File: config.mk
export PLATFORM = sky130hd
export DESIGN_NAME = round_robin_thread_ring_unit_flat
export DESIGN_NICKNAME = d
export VERILOG_FILES = /design/src/rtl/core/rrtr_pkg.sv /design/src/rtl/core/rrtr_req_if.sv /design/src/rtl/core/rrtr_rsp_if.sv /design/src/rtl/core/rrtr_ram.sv /design/src/rtl/core/rrtr_ctrl.sv /design/src/rtl/core/rrtr_dp.sv /design/src/rtl/core/round_robin_thread_ring_unit.sv /design/src/flat_wrapper.sv
export SDC_FILE = /design/constraint.sdc
export NUM_CORES = 1
export LEC_CHECK = 0
export BUFFER_PORTS_ARGS = -buffer_cell sky130_fd_sc_hd__buf_4
export CORE_MARGIN = 5
export CORE_UTILIZATION = 55
export DETAILED_ROUTE_END_ITERATION = 8
export PLACE_DENSITY = 0.72
export SLEW_MARGIN = 10
export SYNTH_ARGS = -nofsm -noshare
export SYNTH_HDL_FRONTEND = slang
export SYNTH_SLANG_ARGS = --single-unit
File: constraint.sdc
create_clock -name clk -period 6.5 [get_ports clk]
set_input_delay 0.65 -clock clk [delete_from_list [all_inputs] [get_ports clk]]
set_output_delay 0.65 -clock clk [all_outputs]
set_load 0.05 [all_outputs]
File: src/rtl/core/rrtr_pkg.sv
// shared types and codes for the round-robin thread ring
package rrtr_pkg;

	typedef enum logic [1:0] {
		ACT_ADMIT  = 2'd0,
		ACT_REMOVE = 2'd1,
		ACT_NEXT   = 2'd2
	} act_t;

	typedef enum logic [1:0] {
		STAT_OK     = 2'd0,
		STAT_DUP    = 2'd1,
		STAT_ABSENT = 2'd2
	} stat_t;

	typedef enum logic [1:0] {
		S_IDLE  = 2'd0,
		S_EXEC  = 2'd1,
		S_LINK2 = 2'd2
	} state_t;

	typedef struct packed {
		logic accept;
		logic exec;
		logic link2;
	} cmd_t;

	typedef struct packed {
		logic rsp_free;
		logic need_link2;
	} sts_t;

endpackage

File: src/rtl/core/rrtr_req_if.sv
// request channel: action and thread id
interface rrtr_req_if;
	logic       valid;
	logic       ready;
	logic [1:0] action;
	logic [3:0] thread_id;

	modport source (output valid, output action, output thread_id, input ready);
	modport sink (input valid, input action, input thread_id, output ready);
endinterface

File: src/rtl/core/rrtr_rsp_if.sv
// result channel: status, selection and ready count
interface rrtr_rsp_if;
	logic       valid;
	logic       ready;
	logic [1:0] status;
	logic [3:0] selected_id;
	logic       selected_valid;
	logic [4:0] ready_count;

	modport source (output valid, output status, output selected_id,
		output selected_valid, output ready_count, input ready);
	modport sink (input valid, input status, input selected_id,
		input selected_valid, input ready_count, output ready);
endinterface

File: src/rtl/core/rrtr_ram.sv
// generic single write port ram with registered read
module rrtr_ram #(
	parameter int WIDTH = 4,
	parameter int DEPTH = 16
) (
	input  logic                                        clk,
	input  logic                                        we,
	input  logic [((DEPTH > 1) ? $clog2(DEPTH) : 1)-1:0] waddr,
	input  logic [WIDTH-1:0]                            wdata,
	input  logic                                        re,
	input  logic [((DEPTH > 1) ? $clog2(DEPTH) : 1)-1:0] raddr,
	output logic [WIDTH-1:0]                            rdata
);
	logic [WIDTH-1:0] mem_q [DEPTH];
	logic [WIDTH-1:0] rdata_q;

	always_ff @(posedge clk) begin
		if (we) begin
			mem_q[waddr] <= wdata;
		end
		if (re) begin
			rdata_q <= mem_q[raddr];
		end
	end

	assign rdata = rdata_q;
endmodule

File: src/rtl/core/rrtr_ctrl.sv
// controller state machine: accept, update, second link write
module rrtr_ctrl (
	input  logic           clk,
	input  logic           arst_n,
	input  logic           req_valid,
	output logic           req_ready,
	input  rrtr_pkg::sts_t sts,
	output rrtr_pkg::cmd_t cmd
);
	import rrtr_pkg::*;

	state_t state_q;
	state_t state_d;

	always_ff @(posedge clk or negedge arst_n) begin
		if (!arst_n) begin
			state_q <= S_IDLE;
		end else begin
			state_q <= state_d;
		end
	end

	always_comb begin
		state_d   = state_q;
		req_ready = 1'b0;
		cmd       = '0;
		unique case (state_q)
			S_IDLE: begin
				req_ready  = 1'b1;
				cmd.accept = req_valid;
				if (req_valid) begin
					state_d = S_EXEC;
				end
			end
			S_EXEC: begin
				if (sts.rsp_free) begin
					cmd.exec = 1'b1;
					state_d  = sts.need_link2 ? S_LINK2 : S_IDLE;
				end
			end
			S_LINK2: begin
				cmd.link2 = 1'b1;
				state_d   = S_IDLE;
			end
			default: begin
				state_d = S_IDLE;
			end
		endcase
	end
endmodule

File: src/rtl/core/rrtr_dp.sv
// datapath: link rams, membership flags, ring registers and result register
module rrtr_dp #(
	parameter int MAX_THREADS = 16
) (
	input  logic           clk,
	input  logic           arst_n,
	input  rrtr_pkg::cmd_t cmd,
	output rrtr_pkg::sts_t sts,
	input  logic [1:0]     req_action,
	input  logic [3:0]     req_thread_id,
	output logic           rsp_valid,
	input  logic           rsp_ready,
	output logic [1:0]     rsp_status,
	output logic [3:0]     rsp_selected_id,
	output logic           rsp_selected_valid,
	output logic [4:0]     rsp_ready_count
);
	import rrtr_pkg::*;

	localparam int IDW = (MAX_THREADS > 1) ? $clog2(MAX_THREADS) : 1;
	localparam int CW  = $clog2(MAX_THREADS + 1);

	logic [1:0]             action_q;
	logic [3:0]             id_q;
	logic [IDW-1:0]         head_q;
	logic [IDW-1:0]         current_q;
	logic                   started_q;
	logic [CW-1:0]          count_q;
	logic [MAX_THREADS-1:0] member_q;

	logic                   rsp_valid_q;
	stat_t                  rsp_status_q;
	logic [3:0]             rsp_sel_q;
	logic                   rsp_sel_valid_q;
	logic [4:0]             rsp_count_q;

	logic [IDW-1:0]         head_d;
	logic [IDW-1:0]         current_d;
	logic                   started_d;
	logic [CW-1:0]          count_d;
	logic [MAX_THREADS-1:0] member_d;
	stat_t                  status_d;
	logic [3:0]             sel_d;
	logic                   sel_valid_d;

	logic [IDW-1:0]         slot;
	logic [IDW-1:0]         req_slot;
	logic                   id_ok;
	logic                   is_member;
	logic                   count_zero;
	logic                   count_one;

	logic                   succ_we;
	logic [IDW-1:0]         succ_waddr;
	logic [IDW-1:0]         succ_wdata;
	logic [IDW-1:0]         succ_raddr;
	logic [IDW-1:0]         succ_rdata;
	logic                   pred_we;
	logic [IDW-1:0]         pred_waddr;
	logic [IDW-1:0]         pred_wdata;
	logic [IDW-1:0]         pred_raddr;
	logic [IDW-1:0]         pred_rdata;

	assign slot       = IDW'(id_q);
	assign req_slot   = IDW'(req_thread_id);
	assign id_ok      = int'(id_q) < MAX_THREADS;
	assign is_member  = id_ok && member_q[slot];
	assign count_zero = (count_q == '0);
	assign count_one  = (count_q == CW'(1));

	// links needed by the item are fetched in the accept cycle
	assign succ_raddr = (req_action == ACT_REMOVE) ? req_slot : current_q;
	assign pred_raddr = (req_action == ACT_REMOVE) ? req_slot : head_q;

	rrtr_ram #(
		.WIDTH(IDW),
		.DEPTH(MAX_THREADS)
	) u_succ_ram (
		.clk   (clk),
		.we    (succ_we),
		.waddr (succ_waddr),
		.wdata (succ_wdata),
		.re    (cmd.accept),
		.raddr (succ_raddr),
		.rdata (succ_rdata)
	);

	rrtr_ram #(
		.WIDTH(IDW),
		.DEPTH(MAX_THREADS)
	) u_pred_ram (
		.clk   (clk),
		.we    (pred_we),
		.waddr (pred_waddr),
		.wdata (pred_wdata),
		.re    (cmd.accept),
		.raddr (pred_raddr),
		.rdata (pred_rdata)
	);

	assign sts.rsp_free   = !rsp_valid_q || rsp_ready;
	assign sts.need_link2 = (action_q == ACT_ADMIT) && id_ok && !is_member && !count_zero;

	always_comb begin
		head_d      = head_q;
		current_d   = current_q;
		started_d   = started_q;
		count_d     = count_q;
		member_d    = member_q;
		status_d    = STAT_OK;
		sel_d       = 4'd0;
		sel_valid_d = 1'b0;
		succ_we     = 1'b0;
		succ_waddr  = slot;
		succ_wdata  = slot;
		pred_we     = 1'b0;
		pred_waddr  = slot;
		pred_wdata  = slot;
		if (cmd.link2) begin
			// tail now points to the new entry, head points back to it
			succ_we    = 1'b1;
			succ_waddr = pred_rdata;
			succ_wdata = slot;
			pred_we    = 1'b1;
			pred_waddr = head_q;
			pred_wdata = slot;
		end else if (cmd.exec) begin
			unique case (action_q)
				ACT_ADMIT: begin
					if (!id_ok) begin
						status_d = STAT_ABSENT;
					end else if (is_member) begin
						status_d = STAT_DUP;
					end else begin
						member_d[slot] = 1'b1;
						count_d        = count_q + CW'(1);
						succ_we        = 1'b1;
						pred_we        = 1'b1;
						if (count_zero) begin
							head_d = slot;
						end else begin
							succ_wdata = head_q;
							pred_wdata = pred_rdata;
						end
					end
				end
				ACT_REMOVE: begin
					if (!is_member) begin
						status_d = STAT_ABSENT;
					end else begin
						member_d[slot] = 1'b0;
						if (count_zero || count_one) begin
							head_d    = '0;
							current_d = '0;
							started_d = 1'b0;
							count_d   = '0;
						end else begin
							succ_we    = 1'b1;
							succ_waddr = pred_rdata;
							succ_wdata = succ_rdata;
							pred_we    = 1'b1;
							pred_waddr = succ_rdata;
							pred_wdata = pred_rdata;
							if (head_q == slot) begin
								head_d = succ_rdata;
							end
							if (started_q && current_q == slot) begin
								current_d = pred_rdata;
							end
							count_d = count_q - CW'(1);
						end
					end
				end
				ACT_NEXT: begin
					if (count_zero) begin
						started_d = 1'b0;
						current_d = '0;
					end else begin
						started_d   = 1'b1;
						current_d   = started_q ? succ_rdata : head_q;
						sel_d       = 4'(current_d);
						sel_valid_d = 1'b1;
					end
				end
				default: begin
					status_d = STAT_OK;
				end
			endcase
		end
	end

	always_ff @(posedge clk or negedge arst_n) begin
		if (!arst_n) begin
			head_q      <= '0;
			current_q   <= '0;
			started_q   <= 1'b0;
			count_q     <= '0;
			member_q    <= '0;
			rsp_valid_q <= 1'b0;
		end else begin
			if (cmd.exec) begin
				head_q      <= head_d;
				current_q   <= current_d;
				started_q   <= started_d;
				count_q     <= count_d;
				member_q    <= member_d;
				rsp_valid_q <= 1'b1;
			end else if (rsp_ready) begin
				rsp_valid_q <= 1'b0;
			end
		end
	end

	always_ff @(posedge clk) begin
		if (cmd.accept) begin
			action_q <= req_action;
			id_q     <= req_thread_id;
		end
		if (cmd.exec) begin
			rsp_status_q    <= status_d;
			rsp_sel_q       <= sel_d;
			rsp_sel_valid_q <= sel_valid_d;
			rsp_count_q     <= 5'(count_d);
		end
	end

	assign rsp_valid          = rsp_valid_q;
	assign rsp_status         = rsp_status_q;
	assign rsp_selected_id    = rsp_sel_q;
	assign rsp_selected_valid = rsp_sel_valid_q;
	assign rsp_ready_count    = rsp_count_q;
endmodule

File: src/rtl/core/round_robin_thread_ring_unit.sv
// Round-robin ring of ready thread IDs with admit, remove and pick-next
// actions. Each request item gives exactly one result item. An item is
// first read, fetching the predecessor and successor links from the link
// RAMs, then updated, changing the ring and loading the result register.
// Admitting into a non-empty ring adds a second link write step, because
// each link RAM has a single write port and the admit changes two entries
// of each. The next item is accepted only once the update is finished, so
// a new item is never taken before the last one is through. The result
// register holds a finished result while a new item is taken; if it is
// still full when the next update is due, the update waits.
// The link RAMs need no clearing after reset.
module round_robin_thread_ring_unit #(
	parameter int MAX_THREADS = 16
) (
	input  logic        clk,
	input  logic        arst_n,
	rrtr_req_if.sink    req,
	rrtr_rsp_if.source  rsp
);
	import rrtr_pkg::*;

	cmd_t cmd;
	sts_t sts;

	rrtr_ctrl u_ctrl (
		.clk       (clk),
		.arst_n    (arst_n),
		.req_valid (req.valid),
		.req_ready (req.ready),
		.sts       (sts),
		.cmd       (cmd)
	);

	rrtr_dp #(
		.MAX_THREADS(MAX_THREADS)
	) u_dp (
		.clk                (clk),
		.arst_n             (arst_n),
		.cmd                (cmd),
		.sts                (sts),
		.req_action         (req.action),
		.req_thread_id      (req.thread_id),
		.rsp_valid          (rsp.valid),
		.rsp_ready          (rsp.ready),
		.rsp_status         (rsp.status),
		.rsp_selected_id    (rsp.selected_id),
		.rsp_selected_valid (rsp.selected_valid),
		.rsp_ready_count    (rsp.ready_count)
	);
endmodule

File: src/flat_wrapper.sv
// flat-port wrapper written by rule: the top's interface ports become plain ports
module round_robin_thread_ring_unit_flat import rrtr_pkg::*;
#(
	parameter int MAX_THREADS = 16
)
  (clk, arst_n, req_valid, req_action, req_thread_id, req_ready, rsp_valid, rsp_status, rsp_selected_id, rsp_selected_valid, rsp_ready_count, rsp_ready);
  rrtr_req_if req_i ();
  rrtr_rsp_if rsp_i ();
  input  logic clk;
  input  logic arst_n;
  input wire logic [$bits(req_i.valid)-1:0] req_valid;
  input wire logic [$bits(req_i.action)-1:0] req_action;
  input wire logic [$bits(req_i.thread_id)-1:0] req_thread_id;
  output wire logic [$bits(req_i.ready)-1:0] req_ready;
  output wire logic [$bits(rsp_i.valid)-1:0] rsp_valid;
  output wire logic [$bits(rsp_i.status)-1:0] rsp_status;
  output wire logic [$bits(rsp_i.selected_id)-1:0] rsp_selected_id;
  output wire logic [$bits(rsp_i.selected_valid)-1:0] rsp_selected_valid;
  output wire logic [$bits(rsp_i.ready_count)-1:0] rsp_ready_count;
  input wire logic [$bits(rsp_i.ready)-1:0] rsp_ready;
  assign req_i.valid = req_valid;
  assign req_i.action = req_action;
  assign req_i.thread_id = req_thread_id;
  assign req_ready = req_i.ready;
  assign rsp_valid = rsp_i.valid;
  assign rsp_status = rsp_i.status;
  assign rsp_selected_id = rsp_i.selected_id;
  assign rsp_selected_valid = rsp_i.selected_valid;
  assign rsp_ready_count = rsp_i.ready_count;
  assign rsp_i.ready = rsp_ready;
  round_robin_thread_ring_unit #(.MAX_THREADS(MAX_THREADS)) u_core (.clk(clk), .arst_n(arst_n), .req(req_i), .rsp(rsp_i));
endmodule
==> results of run 1 <==
-- path summary, 6_finish.rpt --
path | start | to | slack (ns)
setup / recovery | u_core.u_dp.id_q[0] | u_core.u_dp.u_pred_ram.mem_q[8][3] | 2.14
hold / removal | arst_n | u_core.u_dp.head_q[3] | 0.15
setup reg to reg | u_core.u_dp.id_q[0] | u_core.u_dp.u_pred_ram.mem_q[8][3] | 2.14
hold reg to reg | register | register | 0.49
max in group asynchronous | arst_n | async pin | 6.02
min in group clk | req_thread_id[3] | u_core.u_dp.id_q[3] | 0.41
-- power groups by stage --
| stage | combinational, W | clock, W | sequential, W |
|---|---|---|---|
| after CTS | 0.00116 | 0.000988 | 0.00167 |
| after detailed placement | 0.00115 | 0 | 0.00169 |
| after global routing | 0.00126 | 0.00104 | 0.00169 |
| after floorplan | 0.000833 | 0 | 0.00167 |
| final | 0.00117 | 0.000974 | 0.00167 |
| after global placement | 0.00113 | 0 | 0.00169 |
-- through the flow --
step           setup WS, ns  std cells  hold slack [ns]  total power [W]  utilization
5_1_grt                1.90        875            0.190          0.00399        0.624
2_1_floorplan          3.42        623            0.354          0.00250            -
3_3_place_gp           2.39        840            0.467          0.00281        0.587
3_5_place_dp           2.19        840            0.477          0.00284        0.587
6_report               2.14        875            0.150          0.00382        0.624
4_1_cts                2.14        872            0.160          0.00381        0.622
-- metal layers --
metal | vias to the layer above | wire length (um) | part of all wire | global-route usage
li1 | 2536 | - | - | -
met1 | 2862 | 8380 | 0.41 | 0.316
met2 | 294 | 10000 | 0.49 | 0.368
met3 | 32 | 1780 | 0.086 | 0.0493
met4 | 0 | 378 | 0.018 | 0.0785
met5 | - | 0 | 0 | 0
-- cell families after synthesis --
group | count (synthesis) | synth area share
AO/OA/AOI/OAI | 121 | 0.103
XOR/XNOR | 9 | 0.00877
adder cells (fa/ha/maj) | 4 | 0.00557
buffers and inverters | 44 | 0.0224
flip-flops | 187 | 0.606
multiplexers | 82 | 0.145
AND/OR/NAND/NOR | 176 | 0.110
-- flip-flops by register name, summed over array words and instances (netlist names), named ones only --
signal,cells
u_core.u_dp.rsp_valid,1
u_core.u_dp.count_q,5
u_core.u_dp.head_q,4
u_core.u_dp.u_succ_ram.mem_q,64
u_core.u_dp.rsp_status,2
u_core.u_dp.rsp_ready_count,5
u_core.u_dp.u_pred_ram.mem_q,64
u_core.u_dp.id_q,4
u_core.u_dp.rsp_selected_valid,1
u_core.u_dp.rsp_selected_id,4
u_core.u_dp.action_q,2
u_core.u_ctrl.state_q,2
u_core.u_dp.u_succ_ram.rdata,4
u_core.u_dp.current_q,4
u_core.u_dp.u_pred_ram.rdata,4
u_core.u_dp.started_q,1
-- layout make-up --
cell class	instances	area (um^2)	area share
clock buffer	17	425	0.0428
clock inverter	15	133	0.0133
inverter	9	33.8	0.00340
multi-input combinational	392	3340	0.336
sequential	187	5450	0.548
tap	216	270	0.0272
timing repair buffer	39	293	0.0294
-- synthesized netlist by cell type (9+ instances only) --
cell / instances
sky130_fd_sc_hd__a21oi_1: 25
sky130_fd_sc_hd__clkbuf_1: 20
sky130_fd_sc_hd__edfxtp_1: 154
sky130_fd_sc_hd__nand2b_1: 12
sky130_fd_sc_hd__o21ai_0: 13
sky130_fd_sc_hd__dfrtp_1: 33
sky130_fd_sc_hd__inv_1: 9
sky130_fd_sc_hd__nor4_1: 26
sky130_fd_sc_hd__a211oi_1: 10
sky130_fd_sc_hd__mux4_2: 35
sky130_fd_sc_hd__nand2_1: 34
sky130_fd_sc_hd__mux2_2: 17
sky130_fd_sc_hd__mux2i_1: 20
sky130_fd_sc_hd__nor2_1: 31
sky130_fd_sc_hd__nor2b_1: 14
sky130_fd_sc_hd__nor3_1: 23
==> flow_summary_export.csv, run 1 <==
group,metric,value,unit
place,gp_congestion,0.944,
grt,gr_usage_total,0.230,
detailed_routing,drt_iter0_markers,656,
die,core_area,15900,um^2
die,die_area,19000,um^2
clock_network,holdBufCountCts,0,
finish,finish.net_count,660,
setup_path,critical_path.slowest_cell,"sky130_fd_sc_hd__edfxtp_1",
place,detailed_place.area,9370,um^2
logic_synthesis,mappedNetlistNets,637,
setup_path,crit_arrival,4.42,ns
power_and_ir_drop,vdd.ir_drop.worst,357,uV
power_and_ir_drop,clkPwrFrac,0.255,
setup_path,timing.critical_path.max_delay_family,"compound AO/OA/AOI/OAI gates",
power_and_ir_drop,p_leak,3.41,nW
logic_synthesis,synth_top_cell_by_area,"sky130_fd_sc_hd__edfxtp_1",
sta,slew_violations,0,
sta,finalSetupViolCount,0,
sta,period_share,0.670,
detailed_routing,vias,5724,
detailed_routing,detail-route-antenna-nets,0,
power_and_ir_drop,switching_power,0.00136,W
clock_network,cts.reportedPaths.clkPinSlew,0.08,ns
sta,tightest_slew,1.21,ns
finish,final_common_cell,"sky130_fd_sc_hd__edfxtp_1",
logic_synthesis,yosys_register_bits,187,
sta,fmax,229,MHz
setup_path,worst-path-buf-inv,0,
finish,most-common-layout-cells,"sky130_fd_sc_hd__edfxtp_1 (154), sky130_fd_sc_hd__buf_4 (39), sky130_fd_sc_hd__mux4_2 (35)",
grt,antenna_violations_before_repair,0,
sta,slew-limit-headroom,0.191,
die,floorplan.die.width,138,um
place,buffer_ports.inserted,23,
detailed_routing,wirelength,20600,um
finish,share_of_post_route_cells_with_drive_strength_above_1,0.235,
die,die_y,138,um
setup_path,endpoint_kind,"register",
detailed_routing,detail_route.drc_violations,0,
clock_network,cts.repair_timing.setup_buffer_count,0,
finish,diodes,0,
detailed_routing,detail_route.first_pass.iterations,7,
power_and_ir_drop,cellPowerDensity,384,nW/um^2
logic_synthesis,synth.yosys.seq_area_share,0.606,
hold_path,worst_hold_path_type,"input port to async pin",
clock_network,clock_path_buffers,2,
power_and_ir_drop,power_frac_comb,0.307,
logic_synthesis,syn-cell-area,8990,um^2
sta,timing.setup.tns,0,ns
finish,final_design_area_no_fill,9950,um^2
grt,grt_first_pass_wirelength,32300,um
grt,pin_count_of_the_biggest_net_entering_global_routing,34,
die,initial_utilization,0.564,
die,row_count,46,
finish,layout-area-overhead-vs-synth,10.6,%
setup_path,reg2reg_depth,7,
setup_path,cp.required,6.56,ns
grt,grt_pass1_vias,5653,
die,num_io_pins,24,
setup_path,critical_path.max_fanout,21,
sta,hold_violations,0,
logic_synthesis,netlist_top_cells_area,"sky130_fd_sc_hd__edfxtp_1 (51%), sky130_fd_sc_hd__dfrtp_1 (9.2%), sky130_fd_sc_hd__mux4_2 (8.8%)",
setup_path,critPathLaunchType,"register",
setup_path,total_stage_count_of_the_critical_path,7,
clock_network,root_buffer,"sky130_fd_sc_hd__clkbuf_16",
logic_synthesis,yosysWarningCount,0,
setup_path,path_class,"register to register",
clock_network,tritoncts_clock_tree,"yes",
clock_network,htree_num_levels,4,
sta,rsz0062_at_grt,"false",
logic_synthesis,synth-main-ff-cell,"sky130_fd_sc_hd__edfxtp_1",
clock_network,clock_buffers_created_by_tritoncts,17,
detailed_routing,routedWlPerCell,23.5,um
power_and_ir_drop,power_switching_share,0.357,
clock_network,cts-resized-gates,0,
clock_network,tritoncts_num_sinks,187,
detailed_routing,vias_per_cell,6.54,
logic_synthesis,synthesis.instances,623,
clock_network,clock_latency,0.44,ns
grt,globalRoute.totalOverflow,0,
power_and_ir_drop,power_frac_seq,0.438,
logic_synthesis,synth_edf_count,154,
logic_synthesis,yosys.area.top_type_share,0.514,
sta,clock-skew-final,0.0170,ns
sta,period_minus_ws_final,4.36,ns
logic_synthesis,postSynthAreaPerCell,14.4,um^2
setup_path,cp_cell_sequence,"nand2_1 -> o22ai_2 -> o21a_2 -> o21ai_4 -> o21ai_0 -> o2111ai_1 -> nor4b_1",
job,max_cap_violations,0,
logic_synthesis,yosysUniqueCellTypes,70,
finish,final.fill_count,1165,
run_status,status,"complete, no violations",
place,hpwlAfterDp,14500,um
power_and_ir_drop,internal_power,0.00246,W
setup_path,timing.critical_path.slowest_cell_delay,0.97,ns
logic_synthesis,postSynth.asyncResetShare,0.176,
Power figures use the tool's default switching activity.
==> run 2, diff against run 1 <==
--- a/config.mk
+++ b/config.mk
@@ -5,6 +5,7 @@
 export SDC_FILE = /design/constraint.sdc
 export NUM_CORES = 1
 export LEC_CHECK = 0
+export ABC_AREA = 1
 export BUFFER_PORTS_ARGS = -buffer_cell sky130_fd_sc_hd__buf_4
 export CORE_MARGIN = 5
 export CORE_UTILIZATION = 55
==> constraint.sdc (replaced) <==
create_clock -name clk -period 4.1 [get_ports clk]
set_input_delay 0.41 -clock clk [delete_from_list [all_inputs] [get_ports clk]]
set_output_delay 0.41 -clock clk [all_outputs]
set_load 0.05 [all_outputs]
==> run 2 against run 1 <==
  * Worst setup slack got worse by 1.3 ns
  * Highest routed layer unchanged
  * Global-route usage is 0.12 points higher
  * Sequential share of layout area decreased by 2.5 points
  * Final cell count rose by 42%
==> flow_summary_export.csv, run 2 <==
group,metric,value,unit
sta,slew_violations,0,
sta,timing.setup.tns,0,ns
finish,finish.net_count,1016,
die,initial_utilization,0.554,
setup_path,cp_cell_sequence,"inv_1 -> ha_1 -> inv_1 -> nand2_1 -> nand3_1 -> nand2_1 -> o21a_1 -> nand2_1 -> nand3_2 -> nand2_1 -> nand2_2 -> nand3_2 -> nor2_1",
sta,rsz0062_at_grt,"false",
logic_synthesis,yosys_register_bits,187,
detailed_routing,vias,6961,
logic_synthesis,synth-main-ff-cell,"sky130_fd_sc_hd__edfxtp_1",
power_and_ir_drop,clkPwrFrac,0.239,
sta,finalSetupViolCount,0,
logic_synthesis,postSynthAreaPerCell,9.61,um^2
die,num_io_pins,24,
grt,grt_pass1_vias,6694,
die,floorplan.die.width,141,um
logic_synthesis,syn-cell-area,9450,um^2
logic_synthesis,mappedNetlistNets,998,
detailed_routing,wirelength,22400,um
sta,slew-limit-headroom,0.446,
logic_synthesis,postSynth.asyncResetShare,0.176,
place,buffer_ports.inserted,23,
die,die_y,141,um
power_and_ir_drop,power_frac_seq,0.388,
clock_network,clock_buffers_created_by_tritoncts,17,
setup_path,timing.critical_path.slowest_cell_delay,0.57,ns
hold_path,worst_hold_path_type,"input port to register",
sta,finalHoldWorstSlack,0.166,ns
setup_path,critical_path.max_fanout,20,
power_and_ir_drop,vdd.ir_drop.worst,328,uV
power_and_ir_drop,internal_power,0.00419,W
setup_path,cp.required,4.19,ns
setup_path,path_class,"register to register",
logic_synthesis,post_synth_most_frequent_cells,"sky130_fd_sc_hd__nand2_1 (245), sky130_fd_sc_hd__edfxtp_1 (154), sky130_fd_sc_hd__inv_1 (95), sky130_fd_sc_hd__nand3_1 (75), sky130_fd_sc_hd__nor2_1 (75)",
finish,share_of_post_route_cells_with_drive_strength_above_1,0.150,
setup_path,critical_path.startpoint,"u_core.u_dp.count_q[0]",
finish,diodes,0,
clock_network,tritoncts_num_sinks,187,
logic_synthesis,yosysWarningCount,0,
finish,seq_cell_area,5450,um^2
clock_network,clock_path_buffers,2,
logic_synthesis,synthMostInstantiatedCell,"sky130_fd_sc_hd__nand2_1",
power_and_ir_drop,power_frac_comb,0.373,
setup_path,endpoint_kind,"register",
logic_synthesis,synth_top_cell_by_area,"sky130_fd_sc_hd__edfxtp_1",
detailed_routing,detail_route.drc_violations,0,
clock_network,cts.repair_timing.setup_buffer_count,0,
sta,period_minus_ws_final,3.25,ns
grt,grt_first_pass_wirelength,35600,um
logic_synthesis,synth_edf_count,154,
run_status,status,"complete, no violations",
finish,final_common_cell,"sky130_fd_sc_hd__nand2_1",
setup_path,critical_path.slowest_cell,"sky130_fd_sc_hd__nand3_1",
sta,hold_violations,0,
finish,most-common-layout-cells,"sky130_fd_sc_hd__nand2_1 (245), sky130_fd_sc_hd__edfxtp_1 (154), sky130_fd_sc_hd__inv_1 (95)",
detailed_routing,drt_iter0_markers,874,
hold_path,hold_start,"req_action[0]",
grt,globalRoute.totalOverflow,0,
place,detailed_place.area,9810,um^2
logic_synthesis,synth.yosys.seq_area_share,0.577,
power_and_ir_drop,switching_power,0.00289,W
finish,final.fill_count,1399,
setup_path,crit_arrival,3.33,ns
sta,period_share,0.792,
clock_network,cts.reportedPaths.clkPinSlew,0.07,ns
power_and_ir_drop,cellPowerDensity,678,nW/um^2
finish,total_area_of_multi_input_combinational_cells,3390,um^2
finish,reg.largest.list,"u_core.u_dp.u_pred_ram.mem_q x64, u_core.u_dp.u_succ_ram.mem_q x64",
grt,antenna_violations_before_repair,0,
sta,tightest_slew,0.831,ns
power_and_ir_drop,p_leak,4.13,nW
die,die_area,19900,um^2
logic_synthesis,synthesis.instances,984,
setup_path,timing.critical_path.max_delay_family,"simple AND/OR/NAND/NOR gates",
grt,pin_count_of_the_biggest_net_entering_global_routing,35,
setup_path,critPathLaunchType,"register",
setup_path,regToRegStartpoint,"u_core.u_dp.count_q[0]",
clock_network,tritoncts_clock_tree,"yes",
finish,layout-area-overhead-vs-synth,10.3,%
die,row_count,48,
sta,clock-skew-final,0.0149,ns
detailed_routing,vias_per_cell,5.61,
place,gp_congestion,0.946,
logic_synthesis,netlist_top_cells_area,"sky130_fd_sc_hd__edfxtp_1 (49%), sky130_fd_sc_hd__nand2_1 (9.7%), sky130_fd_sc_hd__dfrtp_1 (8.7%)",
die,core_area,17100,um^2
grt,gr_usage_total,0.231,
power_and_ir_drop,power_switching_share,0.408,
finish,final_design_area_no_fill,10400,um^2
job,max_cap_violations,0,
clock_network,clock_latency,0.44,ns
clock_network,root_buffer,"sky130_fd_sc_hd__clkbuf_16",
clock_network,htree_num_levels,4,
sta,fmax,308,MHz
detailed_routing,routedWlPerCell,18.0,um
logic_synthesis,yosysUniqueCellTypes,43,
setup_path,timing.critical_path.mode_cell,"sky130_fd_sc_hd__nand2_1",
detailed_routing,detail-route-antenna-nets,0,
logic_synthesis,yosys.area.top_type_share,0.489,
detailed_routing,detail_route.first_pass.iterations,8,
setup_path,worst-path-buf-inv,2,
place,hpwlAfterDp,15500,um
## run 2: layout make-up
type                    count  area share
repair buffers             35      0.0254
well taps                 225      0.0270
inverters                 115      0.0419
multi-input cells         646       0.325
clock buffers              17      0.0408
clock inverters            15      0.0178
flip-flops and latches    187       0.523
## run 2: routing by layer
layer / GRT usage / vias to the layer above / wire length [um]
met1: 0.306 / 3216 / 9430
li1: - / 3384 / -
met2: 0.375 / 304 / 10600
met5: 0 / - / 0
met3: 0.0400 / 57 / 1450
met4: 0.101 / 0 / 840
## run 2: power groups by stage
stage,registers [W],clock network [W],logic (W)
floorplan,0.00281,0,0.00180
global placement,0.00278,0,0.00260
detailed placement,0.00277,0,0.00260
CTS,0.00273,0.00171,0.00262
global route,0.00276,0.00179,0.00291
finish,0.00274,0.00169,0.00264
## run 2: path summary, 6_finish.rpt
path                                                      end  cells after the start  slack (ns)
max                        u_core.u_dp.u_pred_ram.mem_q[4][3]                     13        0.85
max reg2reg                u_core.u_dp.u_pred_ram.mem_q[4][3]                     13        0.85
max in group asynchronous               u_core.u_dp.head_q[3]                      2        3.32
min                                   u_core.u_dp.action_q[0]                      1        0.17
min reg2reg                                          register                      2        0.47
min in group asynchronous            u_core.u_ctrl.state_q[1]                      2        0.47
## run 2: logic make-up after synthesis
group	count (synthesis)	synth area share
DFF	187	0.577
AOI/OAI and AO/OA	170	0.119
muxes	1	0.00106
buffers and inverters	151	0.0660
and+or+nand+nor	460	0.222
adders and majority gates	4	0.00529
xor gates and xnor gates	11	0.0102
## run 2: through the flow
step                power, W  instances  utilization  setup WS (ns)
finish               0.00707       1240        0.612          0.853
CTS                  0.00706       1240        0.612          0.923
floorplan            0.00461        984            -           1.77
global placement     0.00538       1207        0.575          0.944
detailed placement   0.00537       1207        0.575          0.918
global route         0.00747       1240        0.612          0.608
## run 2: repair_timing
action | 4_1_cts | 5_1_grt
gates resized for setup | 0 | 0
hold endpoints to repair | 33 | 0
hold buffers | 1 | 0
==> run 3, diff against run 2 <==
==> constraint.sdc (replaced) <==
create_clock -name clk -period 3.35 [get_ports clk]
set_input_delay 0.335 -clock clk [delete_from_list [all_inputs] [get_ports clk]]
set_output_delay 0.335 -clock clk [all_outputs]
set_load 0.05 [all_outputs]
==> run 3 against run 2 <==
  * Clock power grew 20%
  * Routed wire length grew 0.60%
  * Maximum frequency grew 13%
  * Register-to-register slack lost 0.37 ns
  * Global-route usage grew 0.36 points
  * Utilization grew 0.67 points
  * Power grew 23%
  * Largest power group is now combinational cells
==> flow_summary_export.csv, run 3 (synthesized netlist as in run 2, its figures left out) <==
group,metric,value,unit
sta,tightest_slew,0.806,ns
grt,pin_count_of_the_biggest_net_entering_global_routing,34,
power_and_ir_drop,internal_power,0.00520,W
detailed_routing,vias_per_cell,5.64,
setup_path,regToRegStartpoint,"u_core.u_dp.id_q[0]",
setup_path,timing.critical_path.slowest_cell_delay,0.45,ns
detailed_routing,drt_iter0_markers,862,
sta,period_share,0.857,
finish,final_cell_count_no_fill,1256,
grt,antenna_violations_before_repair,0,
setup_path,cp.required,3.45,ns
clock_network,tritoncts_num_sinks,187,
finish,final_common_cell,"sky130_fd_sc_hd__nand2_1",
finish,final.fill_count,1418,
hold_path,hold_path_depth,1,
die,core_area,17100,um^2
setup_path,crit_arrival,2.97,ns
die,die_area,19900,um^2
sta,period_minus_ws_final,2.87,ns
run_status,status,"complete, no violations",
power_and_ir_drop,p_leak,4.20,nW
detailed_routing,detail-route-antenna-nets,0,
clock_network,tritoncts_clock_tree,"yes",
detailed_routing,wirelength,22500,um
place,cell_count_after_placement,1223,
sta,clock-skew-final,0.0107,ns
setup_path,timing.critical_path.mode_cell,"sky130_fd_sc_hd__nand2_1",
detailed_routing,vias,7087,
clock_network,cts.reportedPaths.clkPinSlew,0.07,ns
finish,final_design_area_no_fill,10500,um^2
setup_path,worst-path-buf-inv,2,
power_and_ir_drop,vdd.ir_drop.worst,473,uV
sta,slew_violations,0,
hold_path,worst_hold_path_type,"input port to register",
finish,layout-area-overhead-vs-synth,11.5,%
setup_path,worstReg2RegEnd,"u_core.u_dp.u_succ_ram.mem_q[13][1]",
place,gp_congestion,0.943,
place,detailed_place.area,9940,um^2
setup_path,critPathLaunchType,"register",
die,row_count,48,
setup_path,timing.critical_path.max_delay_family,"simple AND/OR/NAND/NOR gates",
die,initial_utilization,0.554,
setup_path,total_stage_count_of_the_critical_path,14,
finish,most-common-layout-cells,"sky130_fd_sc_hd__nand2_1 (245), sky130_fd_sc_hd__edfxtp_1 (154), sky130_fd_sc_hd__inv_1 (95)",
clock_network,clock_path_buffers,2,
clock_network,clock_buffers_created_by_tritoncts,17,
power_and_ir_drop,power_switching_share,0.401,
detailed_routing,detail_route.first_pass.iterations,5,
die,floorplan.die.width,141,um
clock_network,cts-resized-gates,0,
setup_path,reg2reg_slack,0.48,ns
sta,timing.setup.tns,0,ns
power_and_ir_drop,cellPowerDensity,824,nW/um^2
finish,diodes,0,
setup_path,crit_end,"u_core.u_dp.u_succ_ram.mem_q[13][1]",
sta,hold_violations,0,
setup_path,critical_path.startpoint,"u_core.u_dp.id_q[0]",
setup_path,reg2reg_depth,14,
clock_network,htree_num_levels,4,
power_and_ir_drop,switching_power,0.00348,W
job,max_cap_violations,0,
finish,reg.largest.list,"u_core.u_dp.u_pred_ram.mem_q x64, u_core.u_dp.u_succ_ram.mem_q x64",
die,num_io_pins,24,
grt,grt_pass1_vias,6915,
power_and_ir_drop,power_frac_seq,0.383,
sta,slew-limit-headroom,0.463,
sta,rsz0062_at_grt,"false",
grt,grt_first_pass_wirelength,36500,um
setup_path,cp_cell_sequence,"buf_4 -> nand2_1 -> nand2_1 -> nand2_1 -> nand2_1 -> nand2_1 -> nand2_2 -> nor2_8 -> nand2_1 -> o21ai_1 -> nor2_1 -> inv_4 -> nand3_1 -> nor2_1",
place,hpwlAfterDp,15400,um
power_and_ir_drop,clkPwrFrac,0.232,
power_and_ir_drop,power_frac_comb,0.385,
setup_path,endpoint_kind,"register",
grt,gr_usage_total,0.235,
setup_path,critical_path.slowest_cell,"sky130_fd_sc_hd__edfxtp_1",
sta,fmax,348,MHz
die,die_y,141,um
detailed_routing,detail_route.drc_violations,0,
clock_network,clock_latency,0.43,ns
sta,finalSetupViolCount,0,
setup_path,path_class,"register to register",
setup_path,critical_path.max_fanout,18,
detailed_routing,routedWlPerCell,17.9,um
clock_network,root_buffer,"sky130_fd_sc_hd__clkbuf_16",
clock_network,holdBufCountCts,1,
finish,postLayoutCoreUtil,0.618,
place,buffer_ports.inserted,23,
grt,globalRoute.totalOverflow,0,
finish,share_of_post_route_cells_with_drive_strength_above_1,0.161,
finish,finish.net_count,1032,
clock_network,cts.repair_timing.setup_buffer_count,0,
## run 3: power by group through the flow
stage / registers, W / clock network (W) / logic, W
final: 0.00332 / 0.00202 / 0.00334
after CTS: 0.00332 / 0.00204 / 0.00332
after global routing: 0.00336 / 0.00214 / 0.00370
after detailed placement: 0.00336 / 0 / 0.00329
after floorplan: 0.00344 / 0 / 0.00220
after global placement: 0.00336 / 0 / 0.00326
## run 3: worst register-to-register path: stages, from the launching register on
cell and delay (ns):
sky130_fd_sc_hd__edfxtp_1 0.45, sky130_fd_sc_hd__buf_4 0.24, sky130_fd_sc_hd__nand2_1 0.09, sky130_fd_sc_hd__nand2_1 0.05
sky130_fd_sc_hd__nand2_1 0.05, sky130_fd_sc_hd__nand2_1 0.06, sky130_fd_sc_hd__nand2_1 0.08, sky130_fd_sc_hd__nand2_2 0.11
sky130_fd_sc_hd__nor2_8 0.29, sky130_fd_sc_hd__nand2_1 0.16, sky130_fd_sc_hd__o21ai_1 0.14, sky130_fd_sc_hd__nor2_1 0.11
sky130_fd_sc_hd__inv_4 0.15, sky130_fd_sc_hd__nand3_1 0.21, sky130_fd_sc_hd__nor2_1 0.35
## run 3: through the flow
| stage | total power (W) | hold WS (ns) | setup slack, ns |
|---|---|---|---|
| 2_1_floorplan | 0.00565 | 0.0394 | 1.02 |
| 3_3_place_gp | 0.00662 | 0.313 | 0.590 |
| 3_5_place_dp | 0.00665 | 0.319 | 0.537 |
| 4_1_cts | 0.00868 | 0.0764 | 0.515 |
| 5_1_grt | 0.00920 | 0.0802 | 0.247 |
| 6_report | 0.00869 | 0.0918 | 0.480 |
## run 3: area by class of cell
cell class              count  area (um^2)  area share
clock buffers              18          429      0.0407
clock inverters            14          163      0.0154
inverters                 115          437      0.0414
multi-input cells         646         3390       0.321
flip-flops and latches    187         5450       0.517
well taps                 225          282      0.0267
repair buffers             51          398      0.0377
## run 3: how the worst min path moves through the flow
stage / from / endpoint
after global routing: req_action[0] / u_core.u_dp.action_q[0]
after CTS: req_action[0] / u_core.u_dp.action_q[0]
final: req_action[0] / u_core.u_dp.action_q[0]
after detailed placement: arst_n / async pin
after floorplan: arst_n / async pin
after global placement: arst_n / async pin
## run 3: layer usage
metal / part of all wire / vias to the layer above / GRT usage
met4: 0.025 / 0 / 0.0852
met5: 0 / - / 0
met3: 0.061 / 45 / 0.0390
li1: - / 3419 / -
met2: 0.49 / 286 / 0.381
met1: 0.42 / 3337 / 0.320
